**config.mk**
```make
export PLATFORM = sky130hd
export DESIGN_NAME = rod_pair_lane
export DESIGN_NICKNAME = d
export VERILOG_FILES = /design/src/design/rod_pkg.sv /design/src/design/rod_pair_lane.sv
export SDC_FILE = /design/constraint.sdc
export NUM_CORES = 2
export LEC_CHECK = 0
export ABC_AREA = 0
export BUFFER_PORTS_ARGS = -buffer_cell sky130_fd_sc_hd__buf_2
export CORE_MARGIN = 4
export CORE_UTILIZATION = 35
export CTS_BUF_LIST = sky130_fd_sc_hd__clkbuf_16
export DETAILED_ROUTE_END_ITERATION = 12
export HOLD_SLACK_MARGIN = 0.06
export MAX_ROUTING_LAYER = met4
export PLACE_DENSITY = 0.63
export SLEW_MARGIN = 15
export SYNTH_ARGS = -nofsm -noshare
export SYNTH_HDL_FRONTEND = slang
export SYNTH_SLANG_ARGS = --single-unit
```
**constraint.sdc**
```tcl
create_clock -name clk -period 7.2 [get_ports clk]
set_clock_uncertainty 0.15 [all_clocks]
set_input_delay 1.44 -clock clk [delete_from_list [all_inputs] [get_ports clk]]
set_output_delay 1.44 -clock clk [all_outputs]
set_load 0.02 [all_outputs]
```
**src/design/rod_pkg.sv**
```systemverilog
// Shared types, widths and register indexes of the rectangle overlap and distance unit.
package rod_pkg;

  localparam int COORD_BITS  = 20;
  localparam int NORM_W      = COORD_BITS + 1;
  localparam int PROD_W      = 2 * COORD_BITS + 1;
  localparam int DOT_W       = 2 * COORD_BITS + 2;
  localparam int MAG_W       = COORD_BITS;
  localparam int SQ_W        = 2 * COORD_BITS + 1;
  localparam int RT_W        = (SQ_W + 1) / 2;
  localparam int DIST_W      = 21;
  localparam int CFG_IDX_W   = 4;
  localparam int NUM_AXES    = 8;
  localparam int NUM_PAIRS   = 16;
  localparam int PIPE_DEPTH  = 6 + RT_W;

  localparam logic [CFG_IDX_W-1:0] REG_REF_X0 = CFG_IDX_W'(0);
  localparam logic [CFG_IDX_W-1:0] REG_REF_Y0 = CFG_IDX_W'(1);
  localparam logic [CFG_IDX_W-1:0] REG_REF_X1 = CFG_IDX_W'(2);
  localparam logic [CFG_IDX_W-1:0] REG_REF_Y1 = CFG_IDX_W'(3);
  localparam logic [CFG_IDX_W-1:0] REG_REF_X2 = CFG_IDX_W'(4);
  localparam logic [CFG_IDX_W-1:0] REG_REF_Y2 = CFG_IDX_W'(5);
  localparam logic [CFG_IDX_W-1:0] REG_REF_X3 = CFG_IDX_W'(6);
  localparam logic [CFG_IDX_W-1:0] REG_REF_Y3 = CFG_IDX_W'(7);

  typedef logic signed [COORD_BITS-1:0] coord_t;
  typedef logic signed [DOT_W-1:0]      dot_t;
  typedef logic [SQ_W-1:0]              sq_t;

  typedef struct packed {
    coord_t [3:0] x;
    coord_t [3:0] y;
  } quad_t;

  typedef struct packed {
    coord_t probe_x0;
    coord_t probe_y0;
    coord_t probe_x1;
    coord_t probe_y1;
    coord_t probe_x2;
    coord_t probe_y2;
    coord_t probe_x3;
    coord_t probe_y3;
  } probe_t;

  typedef struct packed {
    logic              separated;
    logic [DIST_W-1:0] corner_distance;
    logic [1:0]        near_ref_corner;
    logic [1:0]        near_probe_corner;
  } result_t;

  typedef struct packed {
    logic [1:0] ref_idx;
    logic [1:0] probe_idx;
    sq_t        dsq;
  } cand_t;

  typedef struct packed {
    logic       sep;
    logic [1:0] ref_idx;
    logic [1:0] probe_idx;
  } tag_t;

endpackage

```
**src/design/rod_pair_lane.sv**
```systemverilog
// One corner pair: absolute differences and squared distance.
module rod_pair_lane import rod_pkg::*; (
  input  logic   clk,
  input  logic   adv,
  input  coord_t r_x,
  input  coord_t r_y,
  input  coord_t p_x,
  input  coord_t p_y,
  output sq_t    dsq
);

  logic [MAG_W-1:0] mx_r, my_r;
  sq_t dsq_r;
  logic signed [NORM_W-1:0] dx, dy;
  logic [MAG_W-1:0] mx_nxt, my_nxt;
  logic [2*MAG_W-1:0] sx, sy;

  always_comb begin
    dx = NORM_W'(r_x) - NORM_W'(p_x);
    dy = NORM_W'(r_y) - NORM_W'(p_y);
    mx_nxt = dx[NORM_W-1] ? MAG_W'(-dx) : MAG_W'(dx);
    my_nxt = dy[NORM_W-1] ? MAG_W'(-dy) : MAG_W'(dy);
    sx = mx_r * mx_r;
    sy = my_r * my_r;
  end

  always_ff @(posedge clk) begin
    if (adv) begin
      mx_r  <= mx_nxt;
      my_r  <= my_nxt;
      dsq_r <= SQ_W'(sx) + SQ_W'(sy);
    end
  end

  assign dsq = dsq_r;

endmodule

```
* Word level (Yosys, flattened, before mapping)
Cells that the tools add are included.
** Word-level totals
- Flip-flop bits (word level) :: 81
- Input bits :: 82
- Output and inout port bits :: 41
** Operators by class
- Multipliers :: 2
- Mux-type cells :: 2
- $add $sub $neg :: 5
** Operator list (number)
- 20-bit by 20-bit multiplier with 40-bit output :: 2
- 20-bit by 20-bit subtractor with 21-bit output :: 2
- 40-bit by 40-bit adder with 41-bit output :: 1
- 20-bit 2-to-1 mux :: 2
- 20-bit negation :: 2

* Longest topological paths before layout
- Depth after elaboration :: 3
- Depth in mapped cells :: 29
- Gate-level depth less buffers :: 28

* Worst setup path after synthesis
Ideal clock, no wire load.
- Path kind :: register to register
- Start :: register my_r[16]
- End :: register dsq_r[38] (netlist: dsq[38]) (data pin)
- Period minus slack after synthesis :: 7601 ps
- Arrival time :: 7194 ps
- Path slack :: -401 ps
- Stages on the path, launching flop included :: 28
- Cells stage by stage :: edfxtp_1 -> clkbuf_1 -> clkbuf_1 -> nand2_1 -> fa_1 -> inv_1 -> fa_1 -> inv_1 -> fa_1 -> inv_1 -> fa_1 -> fa_1 -> fa_1 -> fa_1 -> inv_1 -> fa_1 -> inv_1 -> ha_1 -> and3_1 -> and3_1 -> a211o_1 -> and2_1 -> o31ai_1 -> o21ai_0 -> a21oi_1 -> o21bai_1 -> a21oi_1 -> xnor2_1
** On the way
- Longest elaborated chain between the ends :: 2
** Ends and longest elaborated chain
- start, declared :: line rod_pair_lane.sv:12 : logic [MAG_W-1:0] mx_r, my_r;
- start signal, assigned :: line rod_pair_lane.sv:30 : my_r <= my_nxt;
- 20-bit by 20-bit multiplier with 40-bit output :: line rod_pair_lane.sv:24 : sy = my_r * my_r;
- 40-bit by 40-bit adder with 41-bit output :: line rod_pair_lane.sv:31 : dsq_r <= SQ_W'(sx) + SQ_W'(sy);
- end signal, assigned :: line rod_pair_lane.sv:31
- end, declared :: line rod_pair_lane.sv:13 : sq_t dsq_r;
No other way between the ends.
A chain may end at the register's enable or synchronous reset.

* Worst setup path after layout
- Start :: register mx_r[9]
- End :: register dsq_r[38] (netlist: dsq[38]) (data pin)
** On the way
- Longest elaborated chain between the ends :: 2
** Ends and longest elaborated chain
- start, declared :: line rod_pair_lane.sv:12
- start signal, assigned :: line rod_pair_lane.sv:29 : mx_r <= mx_nxt;
- 20-bit by 20-bit multiplier with 40-bit output :: line rod_pair_lane.sv:23 : sx = mx_r * mx_r;
- 40-bit by 40-bit adder with 41-bit output :: line rod_pair_lane.sv:31
No other way between the ends.

==> results.cfg <==
[clocking]
cts_tree = built
cts_htree_levels = 3
insertion_delay_ns = 0.41
clock_pin_slew_reported_for_the_worst_setup_and_hold_paths_after_clock_tree_synthesis_ns = 0.08
clock_path_buffers = 2
clock-root-buffer = clkbuf_16
ctsHoldBuffers = 0
cts_inserted_buffers = 9
clkSinkCount = 81

[grt]
grt_util_met1_pct = 18.4
grt_antenna_before_repair = 0
grt.total_usage_pct = 16.7
gr-total-overflow = 0
globalRoute.busiestLayer = met2
gr-usage-met2_pct = 31.1
grt_pass1_wl_mm = 110
maximum_number_of_pins_on_one_net_before_global_route_repair = 53
globalRouteMet3Util_pct = 2.34
number_of_global_route_vias_before_repair = 22500

[min_path]
hold_path_class = register to register

[placed_design]
dp_hpwl_mm = 59.0
post-place-ws_ns = -0.814
finalWeightedCongestion = 0.900
placed_cells = 4420
place.port_buffers = 122

[routing]
drt_drc_violations_left = 0
ant_nets = 0
via_per_inst = 4.59
drt_wl_total_mm = 67.6
via_count = 20700
firstDrtPassIters = 5
wire_per_inst_um = 15.0
drt_first_iter_violations = 733

[worst_setup_path]
timing.critical_path.to_type = register
highest_net_fanout_along_the_worst_path = 3
cp-start-kind = register
worst_path_largest_cell_delay_ns = 0.57
crit_arrival_ns = 7.71
cp_common_cell = fa_1
worstSetupPathType = register to register
timing.critical_path.required_ns = 7.21
critPathSlowestCell = fa_2

[logic_synthesis]
yosysTopAreaCellShare_pct = 45.2
syn_avg_cell_area_um2 = 9.50
synth_async_sr_flop_share_pct = 0
synthDistinctLibCells = 71
ys_seq_elements = 81
synth.yosys.warnings = 0
synth_area_leaders = fa_1, ha_1, inv_1, edfxtp_1, nand2_1
mappedNetlistNets = 3984
synthCells = 2967
synth_edf_count = 81
seq_area_frac_synth_pct = 8.63
synth_top_flop_cell = edfxtp_1
synth_area_leader_cell = fa_1
synth_area_um2 = 28200

[run]
maxCapViolations = 0

[layout]
filler_cell_count = 7767
drive_gt1_share_pct = 22.7
antennaDiodeCount = 0
layout.cells.non_filler = 4513
area_of_the_multi_input_gates_um2 = 22700
layout.nets = 4475
register_area_um2 = 2430
area_growth_syn_to_layout_pct = 22.2

[sta]
minimum_setup_slack_in_the_final_design_ns = -0.501
tightestPinTransition_ns = 0.804
rsz_0062_raised_after_global_routing = yes
slew-limit-headroom_pct = 46.4
timing.final.crit_share_pct = 107
timing_hold_violations_final = 0
timing.final.setup_violations = 14
final.min_clock_period_ns = 7.70
maxSlewViolCount = 0
timing.fmax_mhz = 130
setup-tns-final_ns = -4.41

[die]
placeableCoreArea_um2 = 79400
floorplan.die.height_um = 292
design.portCount = 123
num_rows = 103
die_w_um = 292
floorplan.die_area_um2 = 85100
initial_core_utilization_pct = 35.5

[outcome]
run_status = finished, violations left
violations = negative setup slack
-- through the flow --
| step | utilization [%] | hold slack, ns | cell area [µm²] |
|---|---|---|---|
| global placement | 41.0 | 0.890 | 32600 |
| floorplan | - | 0.422 | 28300 |
| CTS | 42.2 | 0.903 | 33500 |
| finish | 43.4 | 0.897 | 34500 |
| detailed placement | 41.0 | 0.870 | 32600 |
| global route | 43.4 | 0.956 | 34500 |
-- repair_timing --
item / 4_1_cts / 5_1_grt
buffers inserted: 40 / 43
pin swaps: 73 / 124
cloned: 0 / 0
setup endpoints to repair: 18 / 22
gates resized for setup: 90 / 194
-- critical path: cells and delay by family, from the launching register on --
kind / cells / cell delay (ns)
buffers and inverters: 11 / 1.02
adder cells (fa/ha/maj): 9 / 4.43
AND/OR/NAND/NOR: 4 / 0.57
XOR/XNOR: 1 / 0.13
flip-flops: 1 / 0.44
AO/OA/AOI/OAI: 6 / 0.69
-- logic make-up (layout without fill, tap and decap cells) --
logic type                 after synthesis  in the layout  share of synthesized area [%]
AOI/OAI and AO/OA                      244            244                           5.86
xor gates and xnor gates               111            111                           3.45
adders and majority gates              935            935                           58.5
buffers and inverters                 1004           1500                           13.4
DFF                                     81             81                           8.63
muxes                                    5              5                          0.231
and+or+nand+nor                        587            587                           9.98
-- layer usage --
layer,part of all wire [%],wire length (µm),vias to the layer above
li1,-,-,9755
met1,37,24900,10500
met2,56,38100,319
met3,3.3,2200,103
met4,3.6,2410,0
met5,0,0,-
-- final cells by class --
type	count	area share, %
Timing Repair Buffer	553	12.1
Clock inverter	7	0.178
Sequential cell	81	7.06
Clock buffer	9	0.654
Tap cell	1050	3.81
Inverter	931	10.2
Multi-Input combinational cell	1882	66.0
-- registers in the layout (all words and copies together) (netlist names) --
register	cells
dsq	41
my_r	20
mx_r	20
-- cell usage in the layout (no fill, tap or decap), drive strengths merged, types with 17 or more instances in the layout --
cell,synthesis,final
and2,135,135
inv,923,930
xor2,40,40
fa,637,637
nand3,20,20
a21o,33,33
o21ai,43,43
xnor2,71,71
buf,4,553
nor2,102,102
ha,298,298
a21oi,66,66
nor3,19,19
nand2,240,240
and3,17,17
edfxtp,81,81
-- synthesized netlist by cell type (40+ instances only) --
library cell	count
inv_1	923
a21oi_1	64
o21ai_0	41
and2_1	134
clkbuf_1	69
nor2_1	101
fa_1	637
xor2_1	40
xnor2_1	71
edfxtp_1	81
ha_1	298
nand2_1	240
-- path summary, 6_finish.rpt --
kind / start / cells after the start / slack, ns / end
worst max-delay path: mx_r[9] / 31 / -0.50 / dsq[38]
worst min-delay path: my_r[0] / 3 / 0.90 / dsq[0]
worst max register to register: mx_r[9] / 31 / -0.50 / dsq[38]
worst min register to register: my_r[0] / 3 / 0.90 / dsq[0]
Power is not shown: default switching activity piles up to over one toggle a cycle in this logic, so the estimate is an artifact.
