**src/design/rod_pkg.sv**
```systemverilog
// Shared types, widths and register indexes of the rectangle overlap and distance unit.
package rod_pkg;

  localparam int COORD_BITS  = 20;
  localparam int NORM_W      = COORD_BITS + 1;
  localparam int PROD_W      = 2 * COORD_BITS + 1;
  localparam int DOT_W       = 2 * COORD_BITS + 2;
  localparam int MAG_W       = COORD_BITS;
  localparam int SQ_W        = 2 * COORD_BITS + 1;
  localparam int RT_W        = (SQ_W + 1) / 2;
  localparam int DIST_W      = 21;
  localparam int CFG_IDX_W   = 4;
  localparam int NUM_AXES    = 8;
  localparam int NUM_PAIRS   = 16;
  localparam int PIPE_DEPTH  = 6 + RT_W;

  localparam logic [CFG_IDX_W-1:0] REG_REF_X0 = CFG_IDX_W'(0);
  localparam logic [CFG_IDX_W-1:0] REG_REF_Y0 = CFG_IDX_W'(1);
  localparam logic [CFG_IDX_W-1:0] REG_REF_X1 = CFG_IDX_W'(2);
  localparam logic [CFG_IDX_W-1:0] REG_REF_Y1 = CFG_IDX_W'(3);
  localparam logic [CFG_IDX_W-1:0] REG_REF_X2 = CFG_IDX_W'(4);
  localparam logic [CFG_IDX_W-1:0] REG_REF_Y2 = CFG_IDX_W'(5);
  localparam logic [CFG_IDX_W-1:0] REG_REF_X3 = CFG_IDX_W'(6);
  localparam logic [CFG_IDX_W-1:0] REG_REF_Y3 = CFG_IDX_W'(7);

  typedef logic signed [COORD_BITS-1:0] coord_t;
  typedef logic signed [DOT_W-1:0]      dot_t;
  typedef logic [SQ_W-1:0]              sq_t;

  typedef struct packed {
    coord_t [3:0] x;
    coord_t [3:0] y;
  } quad_t;

  typedef struct packed {
    coord_t probe_x0;
    coord_t probe_y0;
    coord_t probe_x1;
    coord_t probe_y1;
    coord_t probe_x2;
    coord_t probe_y2;
    coord_t probe_x3;
    coord_t probe_y3;
  } probe_t;

  typedef struct packed {
    logic              separated;
    logic [DIST_W-1:0] corner_distance;
    logic [1:0]        near_ref_corner;
    logic [1:0]        near_probe_corner;
  } result_t;

  typedef struct packed {
    logic [1:0] ref_idx;
    logic [1:0] probe_idx;
    sq_t        dsq;
  } cand_t;

  typedef struct packed {
    logic       sep;
    logic [1:0] ref_idx;
    logic [1:0] probe_idx;
  } tag_t;

endpackage

```
**src/design/rod_merge.sv**
```systemverilog
// Merging stage: nearest corner pair over all pair lanes and the overlap verdict.
module rod_merge import rod_pkg::*; (
  input  logic clk,
  input  logic adv,
  input  sq_t  dsq [NUM_PAIRS],
  input  logic gap [NUM_AXES],
  output sq_t  best_dsq,
  output tag_t best_tag
);

  cand_t lvl_c_r [4];
  cand_t best_d_r;
  sq_t   best_dsq_r;
  tag_t  best_tag_r;

  cand_t lvl_c_nxt [4];
  cand_t best_d_nxt;
  logic  sep_nxt;

  function automatic cand_t pick(cand_t a, cand_t b);
    return (b.dsq < a.dsq) ? b : a;
  endfunction

  always_comb begin
    cand_t leaf [NUM_PAIRS];
    cand_t half [8];
    for (int p = 0; p < NUM_PAIRS; p++) begin
      leaf[p].ref_idx   = 2'(p / 4);
      leaf[p].probe_idx = 2'(p % 4);
      leaf[p].dsq       = dsq[p];
    end
    for (int h = 0; h < 8; h++) half[h] = pick(leaf[2*h], leaf[2*h+1]);
    for (int q = 0; q < 4; q++) lvl_c_nxt[q] = pick(half[2*q], half[2*q+1]);
    best_d_nxt = pick(pick(lvl_c_r[0], lvl_c_r[1]), pick(lvl_c_r[2], lvl_c_r[3]));
    sep_nxt = 1'b0;
    for (int a = 0; a < NUM_AXES; a++) sep_nxt = sep_nxt | gap[a];
  end

  always_ff @(posedge clk) begin
    if (adv) begin
      for (int q = 0; q < 4; q++) lvl_c_r[q] <= lvl_c_nxt[q];
      best_d_r             <= best_d_nxt;
      best_dsq_r           <= best_d_r.dsq;
      best_tag_r.sep       <= sep_nxt;
      best_tag_r.ref_idx   <= best_d_r.ref_idx;
      best_tag_r.probe_idx <= best_d_r.probe_idx;
    end
  end

  assign best_dsq = best_dsq_r;
  assign best_tag = best_tag_r;

endmodule

```
**config.mk**
```make
export PLATFORM = sky130hd
export DESIGN_NAME = rod_merge
export DESIGN_NICKNAME = d
export VERILOG_FILES = /design/src/design/rod_pkg.sv /design/src/design/rod_merge.sv
export SDC_FILE = /design/constraint.sdc
export NUM_CORES = 2
export LEC_CHECK = 0
export BUFFER_PORTS_ARGS = -buffer_cell sky130_fd_sc_hd__clkbuf_2
export CAP_MARGIN = 40
export CORE_ASPECT_RATIO = 1.5
export CORE_UTILIZATION = 30
export CTS_BUF_LIST = sky130_fd_sc_hd__clkbuf_8
export CTS_CLUSTER_SIZE = 25
export DETAILED_ROUTE_END_ITERATION = 8
export PLACE_DENSITY = 0.61
export SLEW_MARGIN = 20
export SYNTH_ARGS = -nofsm -noshare
export SYNTH_HDL_FRONTEND = slang
export SYNTH_SLANG_ARGS = --single-unit
export TNS_END_PERCENT = 1
```
**constraint.sdc**
```tcl
create_clock -name clk -period 4.8 [get_ports clk]
set_clock_uncertainty 0.2 [all_clocks]
set_input_delay 0.48 -clock clk [delete_from_list [all_inputs] [get_ports clk]]
set_output_delay 0.48 -clock clk [all_outputs]
set_load 0.05 [all_outputs]
```
== After elaboration in Yosys (flattened, before gate mapping) ==
Memories as Yosys holds them, arrays and structs flattened.
Index checks and enable logic that the tools add are counted.

* Bits of input ports: 666
* Register bits: 91
* Output and inout bits: 46
* Bits in writable memories: 180
* Memories kept: 1

{| class="wikitable"
|+ Memory list
! memory !! words !! bits a word !! rd ports !! clocked after memory_dff !! write ports !! RTL line !! source
|-
| lvl_c_r || 4 || 45 || 4 || 0 || 4 || rod_merge.sv:11 || <nowiki>cand_t lvl_c_r [4];</nowiki>
|}

* Muxes and demuxes: 17
* Bitwise operators: 7
* Magnitude comparators: 15

{| class="wikitable"
|+ Operator list
! operator !! count
|-
| $lt A41 B41 Y1 || 15
|-
| $mux W42 || 8
|-
| $mux W43 || 4
|-
| $mux W45 || 3
|-
| $or A1 B1 Y1 || 7
|-
| $mux W1 || 2
|}

== Logic depth before layout (Yosys ltp) ==
* Depth in word-level cells: 7
* Mapped depth: 25
* Mapped depth without buffers: 21

== Least setup slack after synthesis ==
No wires, ideal clock.

* Path type: input to register
* Start point: input dsq[482] in the netlist's numbering
* End point: memory lvl_c_r[1][41] in the netlist's numbering (data pin)
* Path slack: -0.494 ns
* Cell stages on the path: 20
* Arrival: 4.809 ns
* Required time: 4.316 ns
* Path through: inv_1 ha_1 a21oi_1 nand2_1 a221oi_1 o211ai_1 a221oi_2 clkbuf_1 mux2i_1 ha_1 a2111oi_0 o21ai_0 a221oi_1 nor2_1 a211oi_1 and3_1 o21ai_0 a21oi_1 buf_2 mux2i_1

{| class="wikitable"
|+ RTL lines
! what !! RTL line !! source
|-
| from (decl) || rod_merge.sv:5 || <nowiki>input sq_t dsq [NUM_PAIRS],</nowiki>
|-
| to (decl) || rod_merge.sv:11 ||
|}

==> results.cfg <==
[die]
die_h_um = 387
start_util_pct = 30.4
die_area_um2 = 100000
dieWidth_um = 259
io_pins = 712
core_area_um2 = 97600
std_cell_rows = 140

[cts]
numCtsBuffers = 48
clk_pin_slew_ns = 0.06
clock-sinks = 263
clock_path_buffers = 3
cts_htree_levels = 2
cts_tree = yes
cts-root-buf = clkbuf_8
worstSkewPairLatency_ns = 0.62

[power_and_ir_drop]
peakVddDrop_mv = 0.232
p_leak_nw = 26.0
seq_power_share_pct = 24.4
p_per_area_nw_per_um2 = 336
combPwrFrac_pct = 62.6
switching_share_pct = 39.3
p_int_w = 0.00964
pwr-share-clk_pct = 13.0
switching_power_w = 0.00624

[synth]
async_reset_ff_share_pct = 0
avgSynthCellArea_um2 = 8.93
synthesis.area_um2 = 29700
syn_nets = 4589
ys_types = 64
synth-edff-count = 263
yosysWarnings = 0
ys_seq_elements = 263
synth-seq-area-share_pct = 26.6
synth_ff_type = edfxtp_1
synth_cells = 3323

[setup_path]
required_ns = 5.02
critPathKind = flop to flop
cp_slowest_cell = edfxtp_1
end_kind = flop
crit_buf_inv = 8
critPathLaunch = lvl_c_r[3][20]
crit_path_max_fanout = 7
critical_path.cell_chain = ha_4, nand4_1, buf_4, nor4_4, buf_4, o2111ai_4, a31oi_4, nor2_4, buf_6, buf_6, buf_4, nor2_1, a21oi_2, inv_1, ha_4, a2111oi_4, o211ai_1, a31o_2, a211o_1, a21oi_4, buf_6, buf_12, mux2i_4
rrSetupSlack_ns = -0.53
cp-start-kind = flop
crit_family = compound AO/OA/AOI/OAI gates
worstPathArrival_ns = 5.55
r2r-start = lvl_c_r[3][20]
critical-path-max-stage-delay_ns = 0.47

[timing]
holdWs_ns = 0.185
drv_slew = 0
fin_crit_sh_pct = 111
finalHoldViolCount = 0
period_needed_ns = 5.33
setup_viol = 189
max_clock_freq_mhz = 188
timing.slew.headroom_pct = 31.8
rsz0062_at_grt = yes
worst_slack_ns = -0.526
max_slew.worst_pin.slew_ns = 1.02

[global_routing]
antenna_found_initial = 6
grt_remaining_overflow = 0
grt_start_max_net_pins = 116
grt_usage_pct = 22.9
grt_pass1_vias = 32400
grt_pass1_wl_mm = 176

[drt]
firstDrtPassIters = 5
drc = 0
route.final.wire_length_mm = 118
ant_nets = 0
drt-initial-drc-count = 1239
wire_per_inst_um = 17.6
dr_total_vias = 31800
via_per_inst = 4.75

[placement]
post-place-ws_ns = -1.24
dp_hpwl_mm = 103
gp_routability_congestion = 0.951
portBuffers = 711

[final_layout]
syn_to_final_growth_pct = 59.4
nets = 6659
drive_gt1_share_pct = 42.6
fillers = 9290

[hold_path]
worstHoldStart = dsq[86]
hp-class = input pin to flop

[run_status]
status = complete, but fails checks
violations = negative setup slack

[job]
max_cap_viol_count = 0
-- cell usage after synthesis (3+ instances only) --
cell type | instances | area, um^2
inv_1 | 613 | 2300
ha_1 | 600 | 7510
mux2i_1 | 455 | 4550
a21oi_1 | 331 | 1660
edfxtp_1 | 263 | 7900
nor2_1 | 187 | 702
nand2_1 | 186 | 698
nand4_1 | 106 | 663
o21ai_0 | 95 | 475
o21a_1 | 61 | 458
nand3_1 | 56 | 280
clkbuf_1 | 47 | 176
a21o_1 | 46 | 345
a211oi_1 | 25 | 188
nor2b_1 | 23 | 144
buf_2 | 21 | 105
nor4_1 | 21 | 131
nor3_1 | 20 | 100
o211ai_1 | 18 | 135
a221oi_1 | 13 | 114
nand2b_1 | 13 | 81.3
a2111oi_0 | 12 | 105
buf_1 | 12 | 45.0
and3_1 | 10 | 62.6
o21ai_1 | 7 | 35.0
a22oi_1 | 6 | 45.0
a31oi_1 | 6 | 37.5
and4_1 | 6 | 52.6
a211o_1 | 5 | 43.8
or4_1 | 4 | 30.0
a31o_2 | 3 | 26.3
inv_2 | 3 | 11.3
o2111ai_1 | 3 | 26.3
or3_1 | 3 | 18.8
-- power by group through the flow --
stage	Combinational [W]	Clock (W)	Sequential [W]
floorplan	0.00410	0	0.00401
global placement	0.00872	0	0.00395
detailed placement	0.00888	0	0.00393
CTS	0.00972	0.00213	0.00391
global route	0.0108	0.00224	0.00393
finish	0.00994	0.00206	0.00387
-- worst register-to-register path, delay by kind of cell, from the launching register on --
family                   cells  cell delay, ns
adder cells (fa/ha/maj)      2            0.54
AO/OA/AOI/OAI                8            1.68
buffers and inverters        8            1.21
AND/OR/NAND/NOR              4            0.76
multiplexers                 1            0.27
flip-flops                   1            0.47
-- cell usage in the layout (no fill, tap or decap), types with 32 or more instances in the layout --
cell | synthesis | layout
a21o_1 | 46 | 45
a21oi_1 | 331 | 293
buf_12 | 0 | 32
buf_4 | 0 | 1331
clkbuf_2 | 0 | 710
clkbuf_8 | 0 | 48
edfxtp_1 | 263 | 263
ha_1 | 600 | 584
inv_1 | 613 | 613
mux2i_1 | 455 | 424
nand2_1 | 186 | 185
nand3_1 | 56 | 53
nand4_1 | 106 | 106
nor2_1 | 187 | 175
o21a_1 | 61 | 61
o21ai_0 | 95 | 85
-- stage by stage --
step / utilization, % / TNS (ns) / total power [W] / std cells / area (um^2)
final: 48.5 / -39.46 / 0.0159 / 6706 / 47300
after global routing: 48.5 / -80.22 / 0.0170 / 6706 / 47300
after CTS: 48.1 / -34.63 / 0.0158 / 6692 / 46900
after detailed placement: 46.2 / -194.21 / 0.0128 / 6575 / 45000
after global placement: 46.2 / -192.72 / 0.0127 / 6575 / 45000
after floorplan: - / -3.46 / 0.00811 / 3323 / 29800
-- cell families after synthesis --
logic type      after synthesis  synth area share [%]
mux                         458                  15.5
flops                       263                  26.6
fa+ha+maj                   600                  25.3
buf+inv                     696                  8.89
simple gates                644                  10.2
compound gates              662                  13.5
-- flip-flops by register name, summed over array words and instances, names as in the netlist --
register and flops:
best_dsq 41, best_tag 5, best_d_r 45, lvl_c_r 172
-- path summary, 6_finish.rpt --
check                                      to  cells past startpoint
worst max-delay path             best_d_r[30]                     23
worst min-delay path            lvl_c_r[3][4]                      4
worst min register to register   best_dsq[40]                      0
worst max register to register   best_d_r[30]                     23
-- area by class of cell --
class / instances / area, um^2 / share of cell area, %
Multi-Input combinational cell: 2365 / 20000 / 42.3
Timing Repair Buffer: 2099 / 14600 / 30.8
Sequential cell: 263 / 7900 / 16.7
Inverter: 616 / 2310 / 4.89
Tap cell: 1278 / 1600 / 3.38
Clock buffer: 48 / 661 / 1.40
Clock inverter: 33 / 219 / 0.463
Antenna cell: 4 / 10.0 / 0.0212
-- metal layers --
| layer | vias to the layer above | track usage (%) | wire (um) |
|---|---|---|---|
| li1 | 16100 | - | - |
| met1 | 14700 | 23.9 | 45200 |
| met2 | 808 | 44.6 | 62700 |
| met3 | 237 | 3.25 | 4960 |
| met4 | 4 | 9.52 | 5450 |
| met5 | - | 0 | 27 |
-- repair_timing --
action	CTS	global route
setup endpoints to repair	212	217
gates cloned	6	0
setup buffers	27	10
endpoints found under the hold margin	1	0
hold buffers	3	0
pin swaps	47	22
resized for setup	123	57
(Power assumes the default switching activity.)
