## src/design/rod_pkg.sv

```systemverilog
// Shared types, widths and register indexes of the rectangle overlap and distance unit.
package rod_pkg;

  localparam int COORD_BITS  = 20;
  localparam int NORM_W      = COORD_BITS + 1;
  localparam int PROD_W      = 2 * COORD_BITS + 1;
  localparam int DOT_W       = 2 * COORD_BITS + 2;
  localparam int MAG_W       = COORD_BITS;
  localparam int SQ_W        = 2 * COORD_BITS + 1;
  localparam int RT_W        = (SQ_W + 1) / 2;
  localparam int DIST_W      = 21;
  localparam int CFG_IDX_W   = 4;
  localparam int NUM_AXES    = 8;
  localparam int NUM_PAIRS   = 16;
  localparam int PIPE_DEPTH  = 6 + RT_W;

  localparam logic [CFG_IDX_W-1:0] REG_REF_X0 = CFG_IDX_W'(0);
  localparam logic [CFG_IDX_W-1:0] REG_REF_Y0 = CFG_IDX_W'(1);
  localparam logic [CFG_IDX_W-1:0] REG_REF_X1 = CFG_IDX_W'(2);
  localparam logic [CFG_IDX_W-1:0] REG_REF_Y1 = CFG_IDX_W'(3);
  localparam logic [CFG_IDX_W-1:0] REG_REF_X2 = CFG_IDX_W'(4);
  localparam logic [CFG_IDX_W-1:0] REG_REF_Y2 = CFG_IDX_W'(5);
  localparam logic [CFG_IDX_W-1:0] REG_REF_X3 = CFG_IDX_W'(6);
  localparam logic [CFG_IDX_W-1:0] REG_REF_Y3 = CFG_IDX_W'(7);

  typedef logic signed [COORD_BITS-1:0] coord_t;
  typedef logic signed [DOT_W-1:0]      dot_t;
  typedef logic [SQ_W-1:0]              sq_t;

  typedef struct packed {
    coord_t [3:0] x;
    coord_t [3:0] y;
  } quad_t;

  typedef struct packed {
    coord_t probe_x0;
    coord_t probe_y0;
    coord_t probe_x1;
    coord_t probe_y1;
    coord_t probe_x2;
    coord_t probe_y2;
    coord_t probe_x3;
    coord_t probe_y3;
  } probe_t;

  typedef struct packed {
    logic              separated;
    logic [DIST_W-1:0] corner_distance;
    logic [1:0]        near_ref_corner;
    logic [1:0]        near_probe_corner;
  } result_t;

  typedef struct packed {
    logic [1:0] ref_idx;
    logic [1:0] probe_idx;
    sq_t        dsq;
  } cand_t;

  typedef struct packed {
    logic       sep;
    logic [1:0] ref_idx;
    logic [1:0] probe_idx;
  } tag_t;

endpackage

```

## src/design/rod_isqrt.sv

```systemverilog
// Pipelined integer square root, one result bit per stage, carrying a side tag.
module rod_isqrt import rod_pkg::*; (
  input  logic            clk,
  input  logic            adv,
  input  sq_t             rad,
  input  tag_t            tag_in,
  output logic [RT_W-1:0] root,
  output tag_t            tag_out
);

  sq_t             rem_r  [RT_W];
  logic [RT_W-1:0] root_r [RT_W];
  tag_t            tag_r  [RT_W];

  for (genvar s = 0; s < RT_W; s++) begin : g_stage
    localparam int B = RT_W - 1 - s;
    sq_t             rem_in;
    logic [RT_W-1:0] root_in;
    tag_t            tag_st;
    logic [SQ_W:0]   term;
    sq_t             rem_nxt;
    logic [RT_W-1:0] root_nxt;

    if (s == 0) begin : g_first
      assign rem_in  = rad;
      assign root_in = '0;
      assign tag_st  = tag_in;
    end else begin : g_next
      assign rem_in  = rem_r[s-1];
      assign root_in = root_r[s-1];
      assign tag_st  = tag_r[s-1];
    end

    always_comb begin
      term = ((SQ_W+1)'(root_in) << (B + 1)) | ((SQ_W+1)'(1) << (2 * B));
      if ({1'b0, rem_in} >= term) begin
        rem_nxt  = SQ_W'({1'b0, rem_in} - term);
        root_nxt = root_in | (RT_W'(1) << B);
      end else begin
        rem_nxt  = rem_in;
        root_nxt = root_in;
      end
    end

    always_ff @(posedge clk) begin
      if (adv) begin
        rem_r[s]  <= rem_nxt;
        root_r[s] <= root_nxt;
        tag_r[s]  <= tag_st;
      end
    end
  end

  assign root    = root_r[RT_W-1];
  assign tag_out = tag_r[RT_W-1];

endmodule

```

## config.mk

```make
export PLATFORM = sky130hd
export DESIGN_NAME = rod_isqrt
export DESIGN_NICKNAME = d
export VERILOG_FILES = /design/src/design/rod_pkg.sv /design/src/design/rod_isqrt.sv
export SDC_FILE = /design/constraint.sdc
export NUM_CORES = 2
export LEC_CHECK = 0
export BUFFER_PORTS_ARGS = -buffer_cell sky130_fd_sc_hd__buf_2
export CORE_ASPECT_RATIO = 1.1
export CORE_UTILIZATION = 35
export CTS_BUF_LIST = sky130_fd_sc_hd__clkbuf_4
export CTS_CLUSTER_SIZE = 16
export DETAILED_ROUTE_END_ITERATION = 8
export PLACE_DENSITY_LB_ADDON = 0.3
export SLEW_MARGIN = 20
export SYNTH_ARGS = -nofsm -noshare
export SYNTH_HDL_FRONTEND = slang
export SYNTH_SLANG_ARGS = --single-unit
```

## constraint.sdc

```tcl
create_clock -name clk -period 5.2 [get_ports clk]
set_input_delay 0.52 -clock clk [delete_from_list [all_inputs] [get_ports clk]]
set_output_delay 0.52 -clock clk [all_outputs]
set_load 0.03 [all_outputs]
```

======== Yosys cells after proc, flatten, opt, wreduce, memory -nomap -nowiden ========
Memory sizes are Yosys's and may differ from the RTL's.
Cells that the tools add are included.
storage, ports and cells
  output and inout port bits .............. 26
  memories kept ........................... 3
  bits in writable memories ............... 1407
  bits of input ports ..................... 48
  register bits ........................... 0
  word-level logic and storage cells ...... 89
operators by class
  multiplexer cells ....................... 44
  add/sub/neg operators ................... 21
  order comparisons ....................... 21
memory list
  name    words  bits a word  rd ports  clocked after Yosys merged registers in  write ports  line             RTL
  rem_r   21     41           20        0                                        21           rod_isqrt.sv:11  sq_t rem_r [RT_W];
  root_r  21     21           21        0                                        21           rod_isqrt.sv:12  logic [RT_W-1:0] root_r [RT_W];
  tag_r   21     5            21        0                                        21           rod_isqrt.sv:13  tag_t tag_r [RT_W];
operators with widths
  kind                                                            number
  41-bit 2-to-1 mux                                               21
  41-bit by 22-bit greater-or-equal comparator with 1-bit output  1
  41-bit by 23-bit greater-or-equal comparator with 1-bit output  1
  41-bit by 24-bit greater-or-equal comparator with 1-bit output  1
  41-bit by 25-bit greater-or-equal comparator with 1-bit output  1
  41-bit by 26-bit greater-or-equal comparator with 1-bit output  1
  41-bit by 27-bit greater-or-equal comparator with 1-bit output  1
  41-bit by 28-bit greater-or-equal comparator with 1-bit output  1
  41-bit by 29-bit greater-or-equal comparator with 1-bit output  1
  41-bit by 30-bit greater-or-equal comparator with 1-bit output  1
  41-bit by 31-bit greater-or-equal comparator with 1-bit output  1
  41-bit by 32-bit greater-or-equal comparator with 1-bit output  1
  41-bit by 33-bit greater-or-equal comparator with 1-bit output  1
  41-bit by 34-bit greater-or-equal comparator with 1-bit output  1
  41-bit by 35-bit greater-or-equal comparator with 1-bit output  1
  41-bit by 36-bit greater-or-equal comparator with 1-bit output  1
  41-bit by 37-bit greater-or-equal comparator with 1-bit output  1
  41-bit by 38-bit greater-or-equal comparator with 1-bit output  1
  41-bit by 39-bit greater-or-equal comparator with 1-bit output  1
  41-bit by 40-bit greater-or-equal comparator with 1-bit output  1
  41-bit greater-or-equal comparator                              1
  41-bit greater-or-equal comparator (second input constant)      1
  41-bit by 22-bit subtractor with 41-bit output                  1
  41-bit by 23-bit subtractor with 41-bit output                  1
  40 further kinds                                                42

======== Longest topological paths before layout ========
An unclocked memory read counts as a cell.
  word-level depth ........................ 3
  mapped depth ............................ 13
  gate-level depth less buffers ........... 11

======== Least setup slack after synthesis ========
OpenSTA, ideal clock, no wires.
  path type ............................... register to register
  from .................................... memory rem_r[3][106] in the netlist's numbering
  to ...................................... memory rem_r[3][155] in the netlist's numbering, data pin
  required time ........................... 4.929 ns
  path buffers ............................ 2
  setup time .............................. 0.271 ns
  slack ................................... 2.013 ns
  period minus slack after synthesis ...... 3.187 ns
  cell stages (with the launch flop) ...... 12
  data arrival time ....................... 2.917 ns
  cell sequence ........................... edfxtp_1 ha_1 clkbuf_2 nand2_1 or4b_1 nor4_1 and4bb_1 a21boi_4 or4_1 buf_2 o41ai_1 o21ai_0
RTL lines
  what             line
  start, declared  rod_isqrt.sv:11

==> results.md <==
* Ys async rst share at 0
* Aggregate routed wire length at 103000 µm
* FF-to-FF Start: rem_r[4][8]
* Post-synth EDFFs at 1156
* Max Cap Viol at 0
* Port Buffers at 73
* Slew Viols, Final at 0
* Compound-cell area share of the yosys netlist at 0.0809
* Area Overhead vs Synth at 14.4%
* Crit path to: rem_r[4][81]
* Area leader, netlist: edfxtp_1
* R2r setup slk at 0.94 ns
* Slew @ Worst Pin at 1.13 ns
* Hold WC Path Type: reg -> reg
* Crit path from: rem_r[4][8]
* Count of cell types in the netlist at 83
* Post-synthesis register bit count at 1156
* DRT Pass-1 Iters at 7
* Post-Synth Adder-Cell Area at 0.0590
* Final hold violation count at 0
* Cells after DPL at 5961
* Non-filler cells, final at 6584
* Largest net degree at the start of global routing at 131
* Reg2reg end: rem_r[4][81]
* Standard-cell row count at 148
* DIE HEIGHT at 409 µm
* Num CTS Buffers at 320
* Synth cell count leaders: edfxtp_1 (1156), inv_1 (306), nand2_1 (264)
* Die Width at 372 µm
* Max FO, Critical Path at 4
* Synthesized instance count at 3960
* Initial antenna violation count at 3
* Power density over the cells at 405 nW/µm²
* DP HPWL at 73600 µm
* Htree depth at 5
* Reg clk slew, reported paths at 0.05 ns
* Ys flop type: edfxtp_1
* Post-CTS setup buffers at 0
* RSZ-0062 raised after global routing: no
* P_leak at 0.0227 µW
* WL/cell at 15.6 µm
* Element type at the critical path start: flop
* Max Fclk at 235 MHz
* Slew HR at 0.244
* CTS root buffer: clkbuf_4
* Top Ports at 74
* Total Neg Setup Slack at 0 ns
* CTS tree: yes
* Syn Nets at 4256
* Sequential cell area fraction in the yosys report at 0.660
* Yosys top cell area share at 0.660
* Syn avg cell area at 13.3 µm²
* WP data arrival at 5.12 ns
* Setup violators final at 0
* Gpl congestion at 0.896
* Mapped cell area at 52600 µm²
* Simple-Gate Fraction of Synth Area at 0.110
* XOR/XNOR share of the synthesized area at 0.0566
* Initial Utilization at 0.354
* Clock Latency Late Sink at 1.28 ns
* Die footprint at 152000 µm²
* Synth top area cells: edfxtp_1 (66%), ha_1 (5.9%), xor2_1 (3.1%), xnor2_1 (2.6%), inv_1 (2.2%)
* Total gr overflow at 0
* Ys Warns at 0
* Crit path capture type: flop
* Worst Clk Skew at 0.163 ns
* First-iteration detailed-routing DRC count at 1795
* Largest family of logic cells by synthesized area: simple AND/OR/NAND/NOR gates
* Core box area at 149000 µm²
* Worst Path Required at 6.06 ns
* Min cycle time layout at 4.26 ns
* Final Cycle Share at 0.820
* Vias in the first global route at 33.4k
* Worst r2r path cells at 9
* Status: finished clean
* Total Routing Usage GR at 0.136
* Mux cell area share after synthesis at 0.00766
* Placement Cell Area at 55600 µm²
* Global-route wire length before repair at 164000 µm
* Peak supply drop at 0.265 mV
* Via count at 31.8k
* Top-count cell post-synth: edfxtp_1
* Critical path class: reg -> reg
* Routed Antenna Nets at 0
* Vias per inst at 4.83
* Clk buf depth at 4
* # DRC at 0
* Post-route cell area at 60200 µm²
* Layout cells sized above 1 at 0.137
* Final nets at 4722
* CTS sink cnt at 1156
==> final cells by class <==
type	instances	area, µm²
clock inverters	78	373
diodes	11	27.5
repair buffers	206	1680
multi-input cells	2436	16500
clock buffers	441	3310
inverters	306	1150
well taps	1950	2440
flip-flops and latches	1156	34700
fillers	14000	88300
==> metal layers <==
metal / track usage / vias up / routed length [µm]
met3: 0.0358 / 298 / 4340
met4: 0.0811 / 0 / 5560
met1: 0.118 / 14800 / 35100
met5: 0 / - / 0
met2: 0.270 / 682 / 57900
li1: - / 16000 / -
==> power by group <==
part,internal [µW],switching (µW)
Sequential,11800,816
Clock,3980,3540
Combinational,1840,2430
Total,17600,6780
==> cell families (layout without fill, tap and decap cells) <==
logic type | count (synthesis) | after routing
AO/OA/AOI/OAI | 692 | 692
XOR/XNOR | 340 | 340
adder cells (fa/ha/maj) | 248 | 248
buffers and inverters | 368 | 1031
flip-flops | 1156 | 1156
multiplexers | 37 | 37
other | 1 | 12
AND/OR/NAND/NOR | 1118 | 1118
==> how the worst min path moves through the flow <==
stage               endpoint  cells past startpoint           from  slack (ns)
2_1_floorplan   tag_r[0][10]                      0    tag_r[0][5]        0.40
3_3_place_gp    tag_r[2][11]                      0    tag_r[2][6]        0.40
3_5_place_dp    tag_r[0][15]                      0   tag_r[0][10]        0.40
4_1_cts          rem_r[0][5]                      3         rad[5]        0.27
5_1_grt          rem_r[0][5]                      3         rad[5]        0.32
6_report       root_r[1][57]                      0  root_r[1][36]        0.37
==> layout by cell type (no fill, tap or decap), drive strengths merged, types with 11 or more instances in the layout <==
cell / instances
edfxtp: 1156
clkbuf: 441
inv: 309
nand2: 264
ha: 248
nor2: 238
a21oi: 220
o21ai: 195
xor2: 185
xnor2: 155
nor4: 132
nor3: 122
buf: 113
dlygate4sd3: 93
clkinv: 72
nand3: 62
a21o: 62
nand2b: 52
nand4: 47
o21a: 43
or3: 34
nor2b: 30
or4: 29
mux2: 26
o31ai: 23
a211oi: 21
nor4b: 20
o21bai: 19
and3: 17
o211ai: 16
a31oi: 15
or2: 14
diode: 11
mux2i: 11
==> critical path: stages (launching register included) <==
cell and delay [ns]:
edfxtp_1 0.39, ha_1 0.36, nor4b_1 0.28, nand4_1 0.24, nor4_1 0.68, a21oi_1 0.26
a41oi_1 0.43, nor4b_1 0.65, or3b_2 0.51, xnor2_1 0.14
==> stage by stage <==
stage           util  hold slack, ns  power [µW]  worst slack [ns]
2_1_floorplan      -           0.400       15600              2.01
3_3_place_gp   0.374           0.401       16900              1.07
3_5_place_dp   0.374           0.405       17000              1.04
4_1_cts        0.405           0.271       24700             0.969
5_1_grt        0.405           0.315       25900             0.803
6_report       0.405           0.375       24400             0.938
==> flip-flops by register name, summed over array words and instances (netlist names) <==
register	cells
tag_r	105
root_r	231
rem_r	820
==> what timing repair did <==
action | 4_1_cts | 5_1_grt
hold buffers | 93 | 0
gates resized for setup | 0 | 0
hold endpoints to repair | 129 | 0
Power figures use the tool's default switching activity.
